`src/rtl/bdpc_pkg.sv`:
```
`timescale 1ns / 1ps

package bdpc_pkg;

	// Default width of the tick counters.
	localparam int TICK_BITS_DEFAULT = 16;

	// Register file geometry.
	localparam int CFG_IDX_W  = 2;
	localparam int CFG_DATA_W = 16;
	localparam int HELD_W     = 16;

	// Register indexes.
	localparam logic [CFG_IDX_W-1:0] REG_DEBOUNCE = 2'd0;
	localparam logic [CFG_IDX_W-1:0] REG_SHORT    = 2'd1;
	localparam logic [CFG_IDX_W-1:0] REG_LONG     = 2'd2;

	// Register reset values.
	localparam logic [CFG_DATA_W-1:0] DEBOUNCE_RST = 16'd50;
	localparam logic [CFG_DATA_W-1:0] SHORT_RST    = 16'd500;
	localparam logic [CFG_DATA_W-1:0] LONG_RST     = 16'd1000;

	// Timing settings as seen by the classifier.
	typedef struct packed {
		logic [CFG_DATA_W-1:0] debounce_ticks;
		logic [CFG_DATA_W-1:0] short_press_ticks;
		logic [CFG_DATA_W-1:0] long_press_ticks;
	} cfg_t;

	// One result beat.
	typedef struct packed {
		logic              press_event;
		logic              release_event;
		logic              short_press_event;
		logic              long_press_event;
		logic              is_held;
		logic [HELD_W-1:0] held_ticks;
	} result_t;

endpackage

```
`src/rtl/button_debounce_press_classifier.sv`:
```
`timescale 1ns / 1ps

// Channel   Handshake                   Payload
// input     in_valid / in_stall         raw_level
// output    out_valid / out_stall       press_event .. held_ticks
// config    cfg_we (no handshake back)  cfg_index, cfg_data
//
// One beat in gives one beat out, from the result register.
// A new beat is taken every cycle while in_stall is low; the classifier state updates in one pass.
// in_stall rises only while a result waits and out_stall holds it.
// Reset leaves the button released, counters at zero and default timings.

module button_debounce_press_classifier
	import bdpc_pkg::*;
#(
	parameter int TICK_COUNTER_BITS = TICK_BITS_DEFAULT
)
(
	input  logic                  clk,
	input  logic                  arst_n,
	input  logic                  in_valid,
	output logic                  in_stall,
	input  logic                  raw_level,
	output logic                  out_valid,
	input  logic                  out_stall,
	output logic                  press_event,
	output logic                  release_event,
	output logic                  short_press_event,
	output logic                  long_press_event,
	output logic                  is_held,
	output logic [HELD_W-1:0]     held_ticks,
	input  logic                  cfg_we,
	input  logic [CFG_IDX_W-1:0]  cfg_index,
	input  logic [CFG_DATA_W-1:0] cfg_data
);

	cfg_t    cfg;
	result_t result;
	result_t result_q;
	logic    out_valid_q;
	logic    take;

	bdpc_cfg u_cfg (
		.clk       (clk),
		.arst_n    (arst_n),
		.cfg_we    (cfg_we),
		.cfg_index (cfg_index),
		.cfg_data  (cfg_data),
		.cfg       (cfg)
	);

	bdpc_core #(
		.TICK_COUNTER_BITS (TICK_COUNTER_BITS)
	) u_core (
		.clk       (clk),
		.arst_n    (arst_n),
		.take      (take),
		.raw_level (raw_level),
		.cfg       (cfg),
		.result    (result)
	);

	// Input waits only while the result register is full and held.
	assign in_stall = out_valid_q && out_stall;
	assign take     = in_valid && !in_stall;

	// Result register.
	always_ff @(posedge clk or negedge arst_n) begin
		if (!arst_n) begin
			out_valid_q <= 1'b0;
		end else if (!in_stall) begin
			out_valid_q <= in_valid;
		end
	end

	always_ff @(posedge clk) begin
		if (take) begin
			result_q <= result;
		end
	end

	assign out_valid         = out_valid_q;
	assign press_event       = result_q.press_event;
	assign release_event     = result_q.release_event;
	assign short_press_event = result_q.short_press_event;
	assign long_press_event  = result_q.long_press_event;
	assign is_held           = result_q.is_held;
	assign held_ticks        = result_q.held_ticks;

endmodule

```
`src/rtl/bdpc_cfg.sv`:
```
`timescale 1ns / 1ps

module bdpc_cfg
	import bdpc_pkg::*;
(
	input  logic                  clk,
	input  logic                  arst_n,
	input  logic                  cfg_we,
	input  logic [CFG_IDX_W-1:0]  cfg_index,
	input  logic [CFG_DATA_W-1:0] cfg_data,
	output cfg_t                  cfg
);

	cfg_t cfg_q;

	// Register writes; an index past the last register is dropped.
	always_ff @(posedge clk or negedge arst_n) begin
		if (!arst_n) begin
			cfg_q.debounce_ticks    <= DEBOUNCE_RST;
			cfg_q.short_press_ticks <= SHORT_RST;
			cfg_q.long_press_ticks  <= LONG_RST;
		end else if (cfg_we) begin
			case (cfg_index)
				REG_DEBOUNCE: cfg_q.debounce_ticks    <= cfg_data;
				REG_SHORT:    cfg_q.short_press_ticks <= cfg_data;
				REG_LONG:     cfg_q.long_press_ticks  <= cfg_data;
				default: ;
			endcase
		end
	end

	assign cfg = cfg_q;

endmodule

```
`src/rtl/bdpc_core.sv`:
```
`timescale 1ns / 1ps

module bdpc_core
	import bdpc_pkg::*;
#(
	parameter int TICK_COUNTER_BITS = TICK_BITS_DEFAULT
)
(
	input  logic    clk,
	input  logic    arst_n,
	input  logic    take,
	input  logic    raw_level,
	input  cfg_t    cfg,
	output result_t result
);

	localparam int CW = (TICK_COUNTER_BITS > CFG_DATA_W) ? TICK_COUNTER_BITS : CFG_DATA_W;
	localparam logic [TICK_COUNTER_BITS-1:0] CNT_MAX = '1;
	localparam logic [CW-1:0] HELD_MAX = CW'({HELD_W{1'b1}});

	logic                         prev_raw_q;
	logic [TICK_COUNTER_BITS-1:0] stable_q;
	logic                         qual_q;
	logic [TICK_COUNTER_BITS-1:0] press_q;
	logic                         long_fired_q;

	logic                         prev_raw_d;
	logic [TICK_COUNTER_BITS-1:0] stable_d;
	logic                         qual_d;
	logic [TICK_COUNTER_BITS-1:0] press_d;
	logic                         long_fired_d;
	logic                         steady;
	logic [CW-1:0]                press_ext;

	// Next state and result for the beat at the input.
	always_comb begin
		result       = '0;
		prev_raw_d   = raw_level;
		qual_d       = qual_q;
		long_fired_d = long_fired_q;

		// Ticks since the raw level last changed.
		if (raw_level != prev_raw_q) begin
			stable_d = '0;
		end else begin
			stable_d = (stable_q == CNT_MAX) ? stable_q : stable_q + 1'b1;
		end

		// Hold time keeps counting even while the debounce blocks.
		if (!qual_q) begin
			press_d = (press_q == CNT_MAX) ? press_q : press_q + 1'b1;
		end else begin
			press_d = press_q;
		end
		press_ext = CW'(press_d);

		steady = CW'(stable_d) >= CW'(cfg.debounce_ticks);

		if (steady) begin
			if (!raw_level && qual_q) begin
				qual_d             = 1'b0;
				press_d            = '0;
				long_fired_d       = 1'b0;
				result.press_event = 1'b1;
			end else if (raw_level && !qual_q) begin
				qual_d               = 1'b1;
				result.release_event = 1'b1;
				if (!long_fired_q && (press_ext < CW'(cfg.short_press_ticks))) begin
					result.short_press_event = 1'b1;
				end
			end else if (!raw_level && !long_fired_q) begin
				if (press_ext >= CW'(cfg.long_press_ticks)) begin
					long_fired_d            = 1'b1;
					result.long_press_event = 1'b1;
				end
			end
		end

		// Reported hold time, clamped to the output width.
		press_ext      = CW'(press_d);
		result.is_held = !qual_d;
		if (!qual_d) begin
			result.held_ticks = (press_ext > HELD_MAX) ? {HELD_W{1'b1}}
			                                           : press_ext[HELD_W-1:0];
		end
	end

	// State advances once per accepted beat.
	always_ff @(posedge clk or negedge arst_n) begin
		if (!arst_n) begin
			prev_raw_q   <= 1'b1;
			stable_q     <= '0;
			qual_q       <= 1'b1;
			press_q      <= '0;
			long_fired_q <= 1'b0;
		end else if (take) begin
			prev_raw_q   <= prev_raw_d;
			stable_q     <= stable_d;
			qual_q       <= qual_d;
			press_q      <= press_d;
			long_fired_q <= long_fired_d;
		end
	end

endmodule

```
`config.mk`:
```
export PLATFORM = sky130hd
export DESIGN_NAME = button_debounce_press_classifier
export DESIGN_NICKNAME = d
export VERILOG_FILES = /design/src/rtl/bdpc_pkg.sv /design/src/rtl/button_debounce_press_classifier.sv /design/src/rtl/bdpc_cfg.sv /design/src/rtl/bdpc_core.sv
export SDC_FILE = /design/constraint.sdc
export NUM_CORES = 1
export LEC_CHECK = 0
export CAP_MARGIN = 20
export CORE_MARGIN = 2
export CORE_UTILIZATION = 30
export CTS_BUF_LIST = sky130_fd_sc_hd__clkbuf_4 sky130_fd_sc_hd__clkbuf_8 sky130_fd_sc_hd__clkbuf_16
export DETAILED_ROUTE_END_ITERATION = 10
export DONT_BUFFER_PORTS = 1
export PLACE_DENSITY_LB_ADDON = 0.25
export SETUP_SLACK_MARGIN = 0.4
export SYNTH_ARGS = -nofsm -noshare
export SYNTH_HDL_FRONTEND = slang
export SYNTH_SLANG_ARGS = --single-unit
```
`constraint.sdc`:
```
create_clock -name clk -period 10.1 [get_ports clk]
set_input_delay 1.515 -clock clk [delete_from_list [all_inputs] [get_ports clk]]
set_output_delay 1.515 -clock clk [all_outputs]
set_load 0.01 [all_outputs]
```
==> flow_summary.json, run 1 <==
{
  "vdd_ir_drop_max_uv": 69.8,
  "routed-via-count": 4525,
  "pwr-share-comb_pct": 19.8,
  "clkLatencyLatePin_ps": 360,
  "num-nets-final": 699,
  "die_x_um": 147,
  "min-delay-start": "u_core.stable_q[11]$_DFFE_PN0P_",
  "grt_setup_unrepaired": "false",
  "skew_ps": 8.11,
  "end_kind": "flop",
  "setup_viol": 0,
  "crit_arrival_ps": 4710,
  "internal-power_uw": 790,
  "syn_inst": 632,
  "htreeDepth": 3,
  "drtIter0Drc": 339,
  "power_frac_clock_pct": 33.1,
  "numCtsBuffers": 9,
  "path_class": "reg2reg",
  "drt_pass1_iterations": 4,
  "row_count": 52,
  "synth_fp_nets": 707,
  "fmax_ghz": 0.215,
  "synth_area_um2": 6120,
  "r2r-start": "u_core.stable_q[6]$_DFFE_PN0P_",
  "critPathLaunchType": "flop",
  "grt_use_total_pct": 14.3,
  "p_sw_uw": 339,
  "yosysWarnings": 0,
  "tightestPinTransition_ps": 1290,
  "final.setup.tns_ps": 0,
  "cts_tree": "done",
  "critPathBufInv": 0,
  "io_buffer_count": 0,
  "insertedDiodeCount": 0,
  "final_antenna_net_count": 0,
  "clk_pin_slew_worst_paths_ps": 80,
  "drt-total-wl_um": 14700,
  "p_seq_share_pct": 47.2,
  "slowest_stage": "and3_1",
  "grt_pass1_vias": 4621,
  "synth_edf_count": 21,
  "min_period_ps": 4660,
  "cap_violations": 0,
  "hold_class": "reg2reg",
  "vias_per_cell": 5.03,
  "p_sw_share_pct": 30.0,
  "ys_seq_area_share_pct": 45.0,
  "ctsResizeCount": 0,
  "grt_overflow": 0,
  "power_density_nw_per_um2": 168,
  "cp_max_fo": 17,
  "p_leak_uw": 0.00288,
  "synth.avg_cell_area_um2": 9.68,
  "cts_setup_buffers": 0,
  "start_util_pct": 30.4,
  "core_area_um2": 20100,
  "die-height_um": 147,
  "slew_violations": 0,
  "finalPower_uw": 1130,
  "cts.hold.buffers_added": 0,
  "grt_max_degree": 85,
  "routabilityCongestion": 0.793,
  "path_delay_family": "simple AND/OR/NAND/NOR gates",
  "area_delta_synth_final_pct": 9.67,
  "outcome": "complete, no violations",
  "layout_common_cells": "74 x inv_1, 67 x dfrtp_1, 55 x nand2_1, 51 x ha_1, 43 x nor2_1",
  "synthArstFlopShare_pct": 80.0,
  "synth.distinct_cells": 56,
  "cp-startpoint": "u_core.stable_q[6]$_DFFE_PN0P_",
  "drt-wirelength-per-cell_um": 16.3,
  "ys.flop_type": "dfrtp_1",
  "drive_gt1_share_pct": 12.9,
  "grt_antenna_before_repair": 0,
  "io_pins": 47,
  "clockBufferDepth": 2,
  "fin_crit_sh_pct": 46.1,
  "max_slew_margin_pct": 14.0,
  "cp.required_ps": 10160,
  "numClockSinks": 105,
  "place_hpwl_um": 10900,
  "cp_cell_sequence": "nand4_1 -> nor4_1 -> nand2b_1 -> a31oi_1 -> o21a_1 -> ha_1 -> a21o_1 -> a221oi_1 -> nand2_1 -> o211ai_1 -> and3_1 -> nor3_1",
  "synth.ff_latch_count": 105,
  "slowest_delay_ps": 680,
  "fp.dieArea_um2": 21600,
  "clockRootBuffer": "clkbuf_16",
  "grt_pass1_wl_um": 24200,
  "drc": 0,
  "final_common_cell": "inv_1",
  "hold_viol": 0
}
==> sequential cells by signal, indices dropped and copies added (netlist names) <==
name and flops:
u_core.prev_raw_q 1, short_press_event 1, is_held 1, u_core.stable_q 16, u_core.press_q 16, press_event 1
u_core.qual_q 1, u_cfg.cfg 48, long_press_event 1, u_core.long_fired_q 1, out_valid 1, release_event 1
held_ticks 16
==> worst paths after layout <==
path	to	slack, ps	cells past startpoint
max	held_ticks[13]$_SDFFCE_PP0P_	5440	12
min	u_core.stable_q[11]$_DFFE_PN0P_	500	1
max reg2reg	held_ticks[13]$_SDFFCE_PP0P_	5440	12
min reg2reg	u_core.stable_q[11]$_DFFE_PN0P_	500	1
max in group asynchronous	u_core.qual_q$_DFFE_PN1P_	9030	0
min in group asynchronous	u_cfg.cfg[29]$_DFFE_PN0P_	860	0
==> routing by layer <==
metal	vias up	global-route usage, %	wire, µm
li1	2219	-	-
met1	2206	18.4	6700
met2	76	24.2	7190
met3	24	2.48	425
met4	0	5.29	361
met5	-	0	0
==> layout make-up <==
class | instances | area (µm²)
well taps | 270 | 338
repair buffers | 5 | 37.5
clock buffers | 9 | 225
flip-flops and latches | 105 | 2750
multi-input cells | 428 | 2990
clock inverters | 7 | 85.1
fillers | 2027 | 13400
inverters | 75 | 282
==> cells by family after synthesis <==
family,Yosys count,share of synthesized area [%]
simple gates,185,14.7
xor+xnor,22,3.15
compound gates,130,13.3
flops,105,45.0
buf+inv,99,6.22
mux,40,7.22
fa+ha+maj,51,10.4
==> Yosys cell counts, types with 7 or more instances <==
master,n,share of area (%)
clkbuf_1,16,0.98
nor3_1,22,1.8
a211oi_1,7,0.86
mux2_2,33,6.1
ha_1,51,10
xor2_1,12,1.7
dfstp_2,17,7.3
inv_1,74,4.5
nand3_1,13,1.1
nor2_1,43,2.6
edfxtp_1,21,10
nand4_1,17,1.7
a31oi_1,9,0.92
dfrtp_1,67,27
mux2i_1,7,1.1
o31ai_1,12,1.5
o21ai_0,38,3.1
a21oi_1,32,2.6
a21o_1,8,0.98
xnor2_1,10,1.4
nand2_1,55,3.4
==> power groups by stage <==
stage          registers [µW]  logic [µW]  clock network (µW)
2_1_floorplan             527         176                   0
3_3_place_gp              539         216                   0
3_5_place_dp              540         225                   0
4_1_cts                   532         226                 382
5_1_grt                   540         261                 403
6_report                  532         223                 373
==> stage by stage <==
step	hold slack (ps)	cell area, µm²	std cells	worst slack [ps]	util [%]
after floorplan	449	6120	632	5780	-
after global placement	480	6400	883	5550	31.8
after detailed placement	479	6400	883	5430	31.8
after CTS	492	6710	899	5540	33.4
after global routing	520	6710	899	5100	33.4
final	499	6710	899	5440	33.4
Note: power is estimated with default switching activity, not from simulation.
==> run 2: changes to the inputs <==
Settings changed: ABC_AREA set to 1.
Clock period 10.1 ns to 4.4 ns, I/O delays scaled along.
==> flow_summary.json, run 2 <==
{
  "drc": 0,
  "io_pins": 47,
  "clockRootBuffer": "clkbuf_16",
  "place_hpwl_um": 10500,
  "synth_compound_area_share_pct": 12.3,
  "grt_pass1_wl_um": 23400,
  "yosys.area_share.adder_pct": 10.3,
  "clk_pin_slew_worst_paths_ps": 80,
  "fmax_ghz": 0.292,
  "yosysWarnings": 0,
  "drive_gt1_share_pct": 13.7,
  "synth.ff_latch_count": 105,
  "slew_violations": 0,
  "synth_edf_count": 21,
  "fp.dieArea_um2": 21700,
  "internal-power_uw": 1830,
  "num-nets-final": 814,
  "ctsResizeCount": 0,
  "post-place-ws_ps": 903,
  "p_leak_uw": 0.00326,
  "drtIter0Drc": 243,
  "hold_class": "in2async",
  "numCtsBuffers": 9,
  "clkLatencyLatePin_ps": 360,
  "finalPower_uw": 2770,
  "path_class": "reg2reg",
  "cp.required_ps": 4500,
  "syn_inst": 740,
  "min_period_ps": 3420,
  "synth_xor_area_share_pct": 2.70,
  "fillers": 2131,
  "synth_fp_nets": 815,
  "muxShareOfSynthArea_pct": 0,
  "numClockSinks": 105,
  "multi_input_area_um2": 2880,
  "vias_per_cell": 4.45,
  "tightestPinTransition_ps": 584,
  "drt_pass1_iterations": 5,
  "final_antenna_net_count": 0,
  "grt_max_degree": 68,
  "p_sw_share_pct": 34.0,
  "clockBufferDepth": 2,
  "start_util_pct": 30.5,
  "synth_top_cell_by_area": "dfrtp_1",
  "cap_violations": 0,
  "drt-total-wl_um": 14400,
  "largest_register_ffs": 48,
  "layout_common_cells": "180 x nand2_1, 106 x inv_1, 67 x dfrtp_1, 62 x o21ai_0, 51 x ha_1",
  "ys.flop_type": "dfrtp_1",
  "ys_seq_area_share_pct": 44.6,
  "crit_arrival_ps": 3520,
  "cp_max_fo": 17,
  "cp_cell_sequence": "ha_1 -> nand4_2 -> nor2_4 -> nand3_4 -> nand3_2 -> o21ai_0 -> o21ai_1 -> nor2_2 -> ha_1 -> nand2_1 -> nor2_1 -> nand2_1 -> o211ai_1 -> nand2_1 -> nand3_2 -> nand2_2 -> nand2_1 -> nor2_1",
  "drt-wirelength-per-cell_um": 14.2,
  "synth.top_cell.area_share_pct": 27.2,
  "power_density_nw_per_um2": 407,
  "die-height_um": 147,
  "p_sw_uw": 943,
  "area_delta_synth_final_pct": 10.5,
  "setup_slack_ps": 978,
  "outcome": "complete, no violations",
  "final_common_cell": "nand2_1",
  "p_seq_share_pct": 45.6,
  "power_frac_clock_pct": 29.1,
  "slowest_delay_ps": 440,
  "critPathLaunchType": "flop",
  "netlist_top_cells_count": "180 x nand2_1, 106 x inv_1, 67 x dfrtp_1",
  "cts_tree": "done",
  "slowest_stage": "dfrtp_1",
  "grt_setup_unrepaired": "false",
  "die_x_um": 147,
  "fin_crit_sh_pct": 77.8,
  "core_area_um2": 20200,
  "max_slew_margin_pct": 61.1,
  "pwr-share-comb_pct": 25.3,
  "hold_viol": 0,
  "io_buffer_count": 0,
  "seqCellArea_um2": 2750,
  "synthArstFlopShare_pct": 80.0,
  "routed-via-count": 4514,
  "cpMostUsedCell": "nand2_1",
  "synth.avg_cell_area_um2": 8.34,
  "grt_pass1_vias": 4342,
  "grt_antenna_before_repair": 0,
  "setup_viol": 0,
  "synth.distinct_cells": 43,
  "end_kind": "flop",
  "routabilityCongestion": 0.817,
  "htreeDepth": 3,
  "row_count": 52,
  "yosys.area_share.simple_pct": 21.3,
  "vdd_ir_drop_max_uv": 159,
  "insertedDiodeCount": 0,
  "grt_overflow": 0,
  "synth_area_um2": 6170,
  "final.setup.tns_ps": 0,
  "yosysMostFrequentCell": "nand2_1",
  "grt_use_total_pct": 13.9,
  "synth_top_family_by_area": "simple AND/OR/NAND/NOR gates",
  "synth.top_cells.by_area": "dfrtp_1 27%, nand2_1 11%, ha_1 10%",
  "skew_ps": 11.9
}
==> run 2: cell types whose count changed after synthesis, moves of 9 or more <==
cell	previous run	this run
nor3_1	22	4
o21ai_0	38	62
mux2_2	33	0
o31ai_1	12	0
nand2_2	1	10
o21ai_1	0	28
nand4_1	17	5
nand3_1	13	27
inv_2	0	18
nand2_1	55	180
inv_1	74	106
==> run 2: area by class of cell <==
class	instances	area share (%)
Multi-Input combinational cell	492	42.2
Sequential cell	105	40.4
Inverter	125	6.88
Tap cell	270	4.96
Clock buffer	10	3.67
Timing Repair Buffer	6	1.17
Clock inverter	6	0.679
==> run 2: what timing repair did <==
action,in CTS,in global routing
endpoints found under the hold margin,67,0
hold buffers,1,0
buffers inserted,0,0
==> run 2: through the flow <==
stage / hold WS (ps) / instances / area [µm²] / util [%]
6_report: 139 / 1014 / 6820 / 33.7
5_1_grt: 119 / 1014 / 6820 / 33.7
4_1_cts: 123 / 1012 / 6790 / 33.5
2_1_floorplan: 364 / 740 / 6170 / -
3_3_place_gp: 372 / 995 / 6460 / 31.9
3_5_place_dp: 372 / 995 / 6460 / 31.9
==> run 2: worst max-delay path, delay by kind of cell, from the launching register on <==
family / cells / cell delay (ps)
AOI/OAI and AO/OA: 3 / 300
DFF: 1 / 440
and+or+nand+nor: 13 / 1860
adders and majority gates: 2 / 550
==> run 2: worst paths after layout <==
check,to,start,slack [ps],cells past startpoint
max in group asynchronous,u_core.press_q[9]$_DFFE_PN0P_,arst_n,3900,1
hold reg to reg,u_cfg.cfg[4]$_DFFE_PN0P_,u_cfg.cfg[4]$_DFFE_PN0P_,490,2
hold / removal,u_cfg.cfg[33]$_DFFE_PN1P_,arst_n,140,0
setup / recovery,held_ticks[8]$_SDFFCE_PP0P_,u_core.stable_q[0]$_DFFE_PN0P_,980,18
min in group clk,out_valid$_DFFE_PN0N_,out_stall,460,2
setup reg to reg,held_ticks[8]$_SDFFCE_PP0P_,u_core.stable_q[0]$_DFFE_PN0P_,980,18
==> run 2: per-layer routing <==
metal,vias to the layer above,routed length [µm],global-route usage [%]
met5,-,0,0
met2,65,6420,21.5
met3,13,413,2.99
li1,2382,-,-
met4,0,257,4.76
met1,2054,7290,19.5
==> run 2: power by group through the flow <==
stage	sequential (µW)	clock [µW]	combinational, µW
global route	1280	873	828
finish	1260	808	701
global placement	1280	0	683
CTS	1270	836	711
floorplan	1250	0	536
detailed placement	1280	0	692
==> run 2: cell families after synthesis <==
| group | count (synthesis) |
|---|---|
| simple gates | 290 |
| fa+ha+maj | 51 |
| compound gates | 135 |
| buf+inv | 143 |
| flops | 105 |
| xor+xnor | 16 |
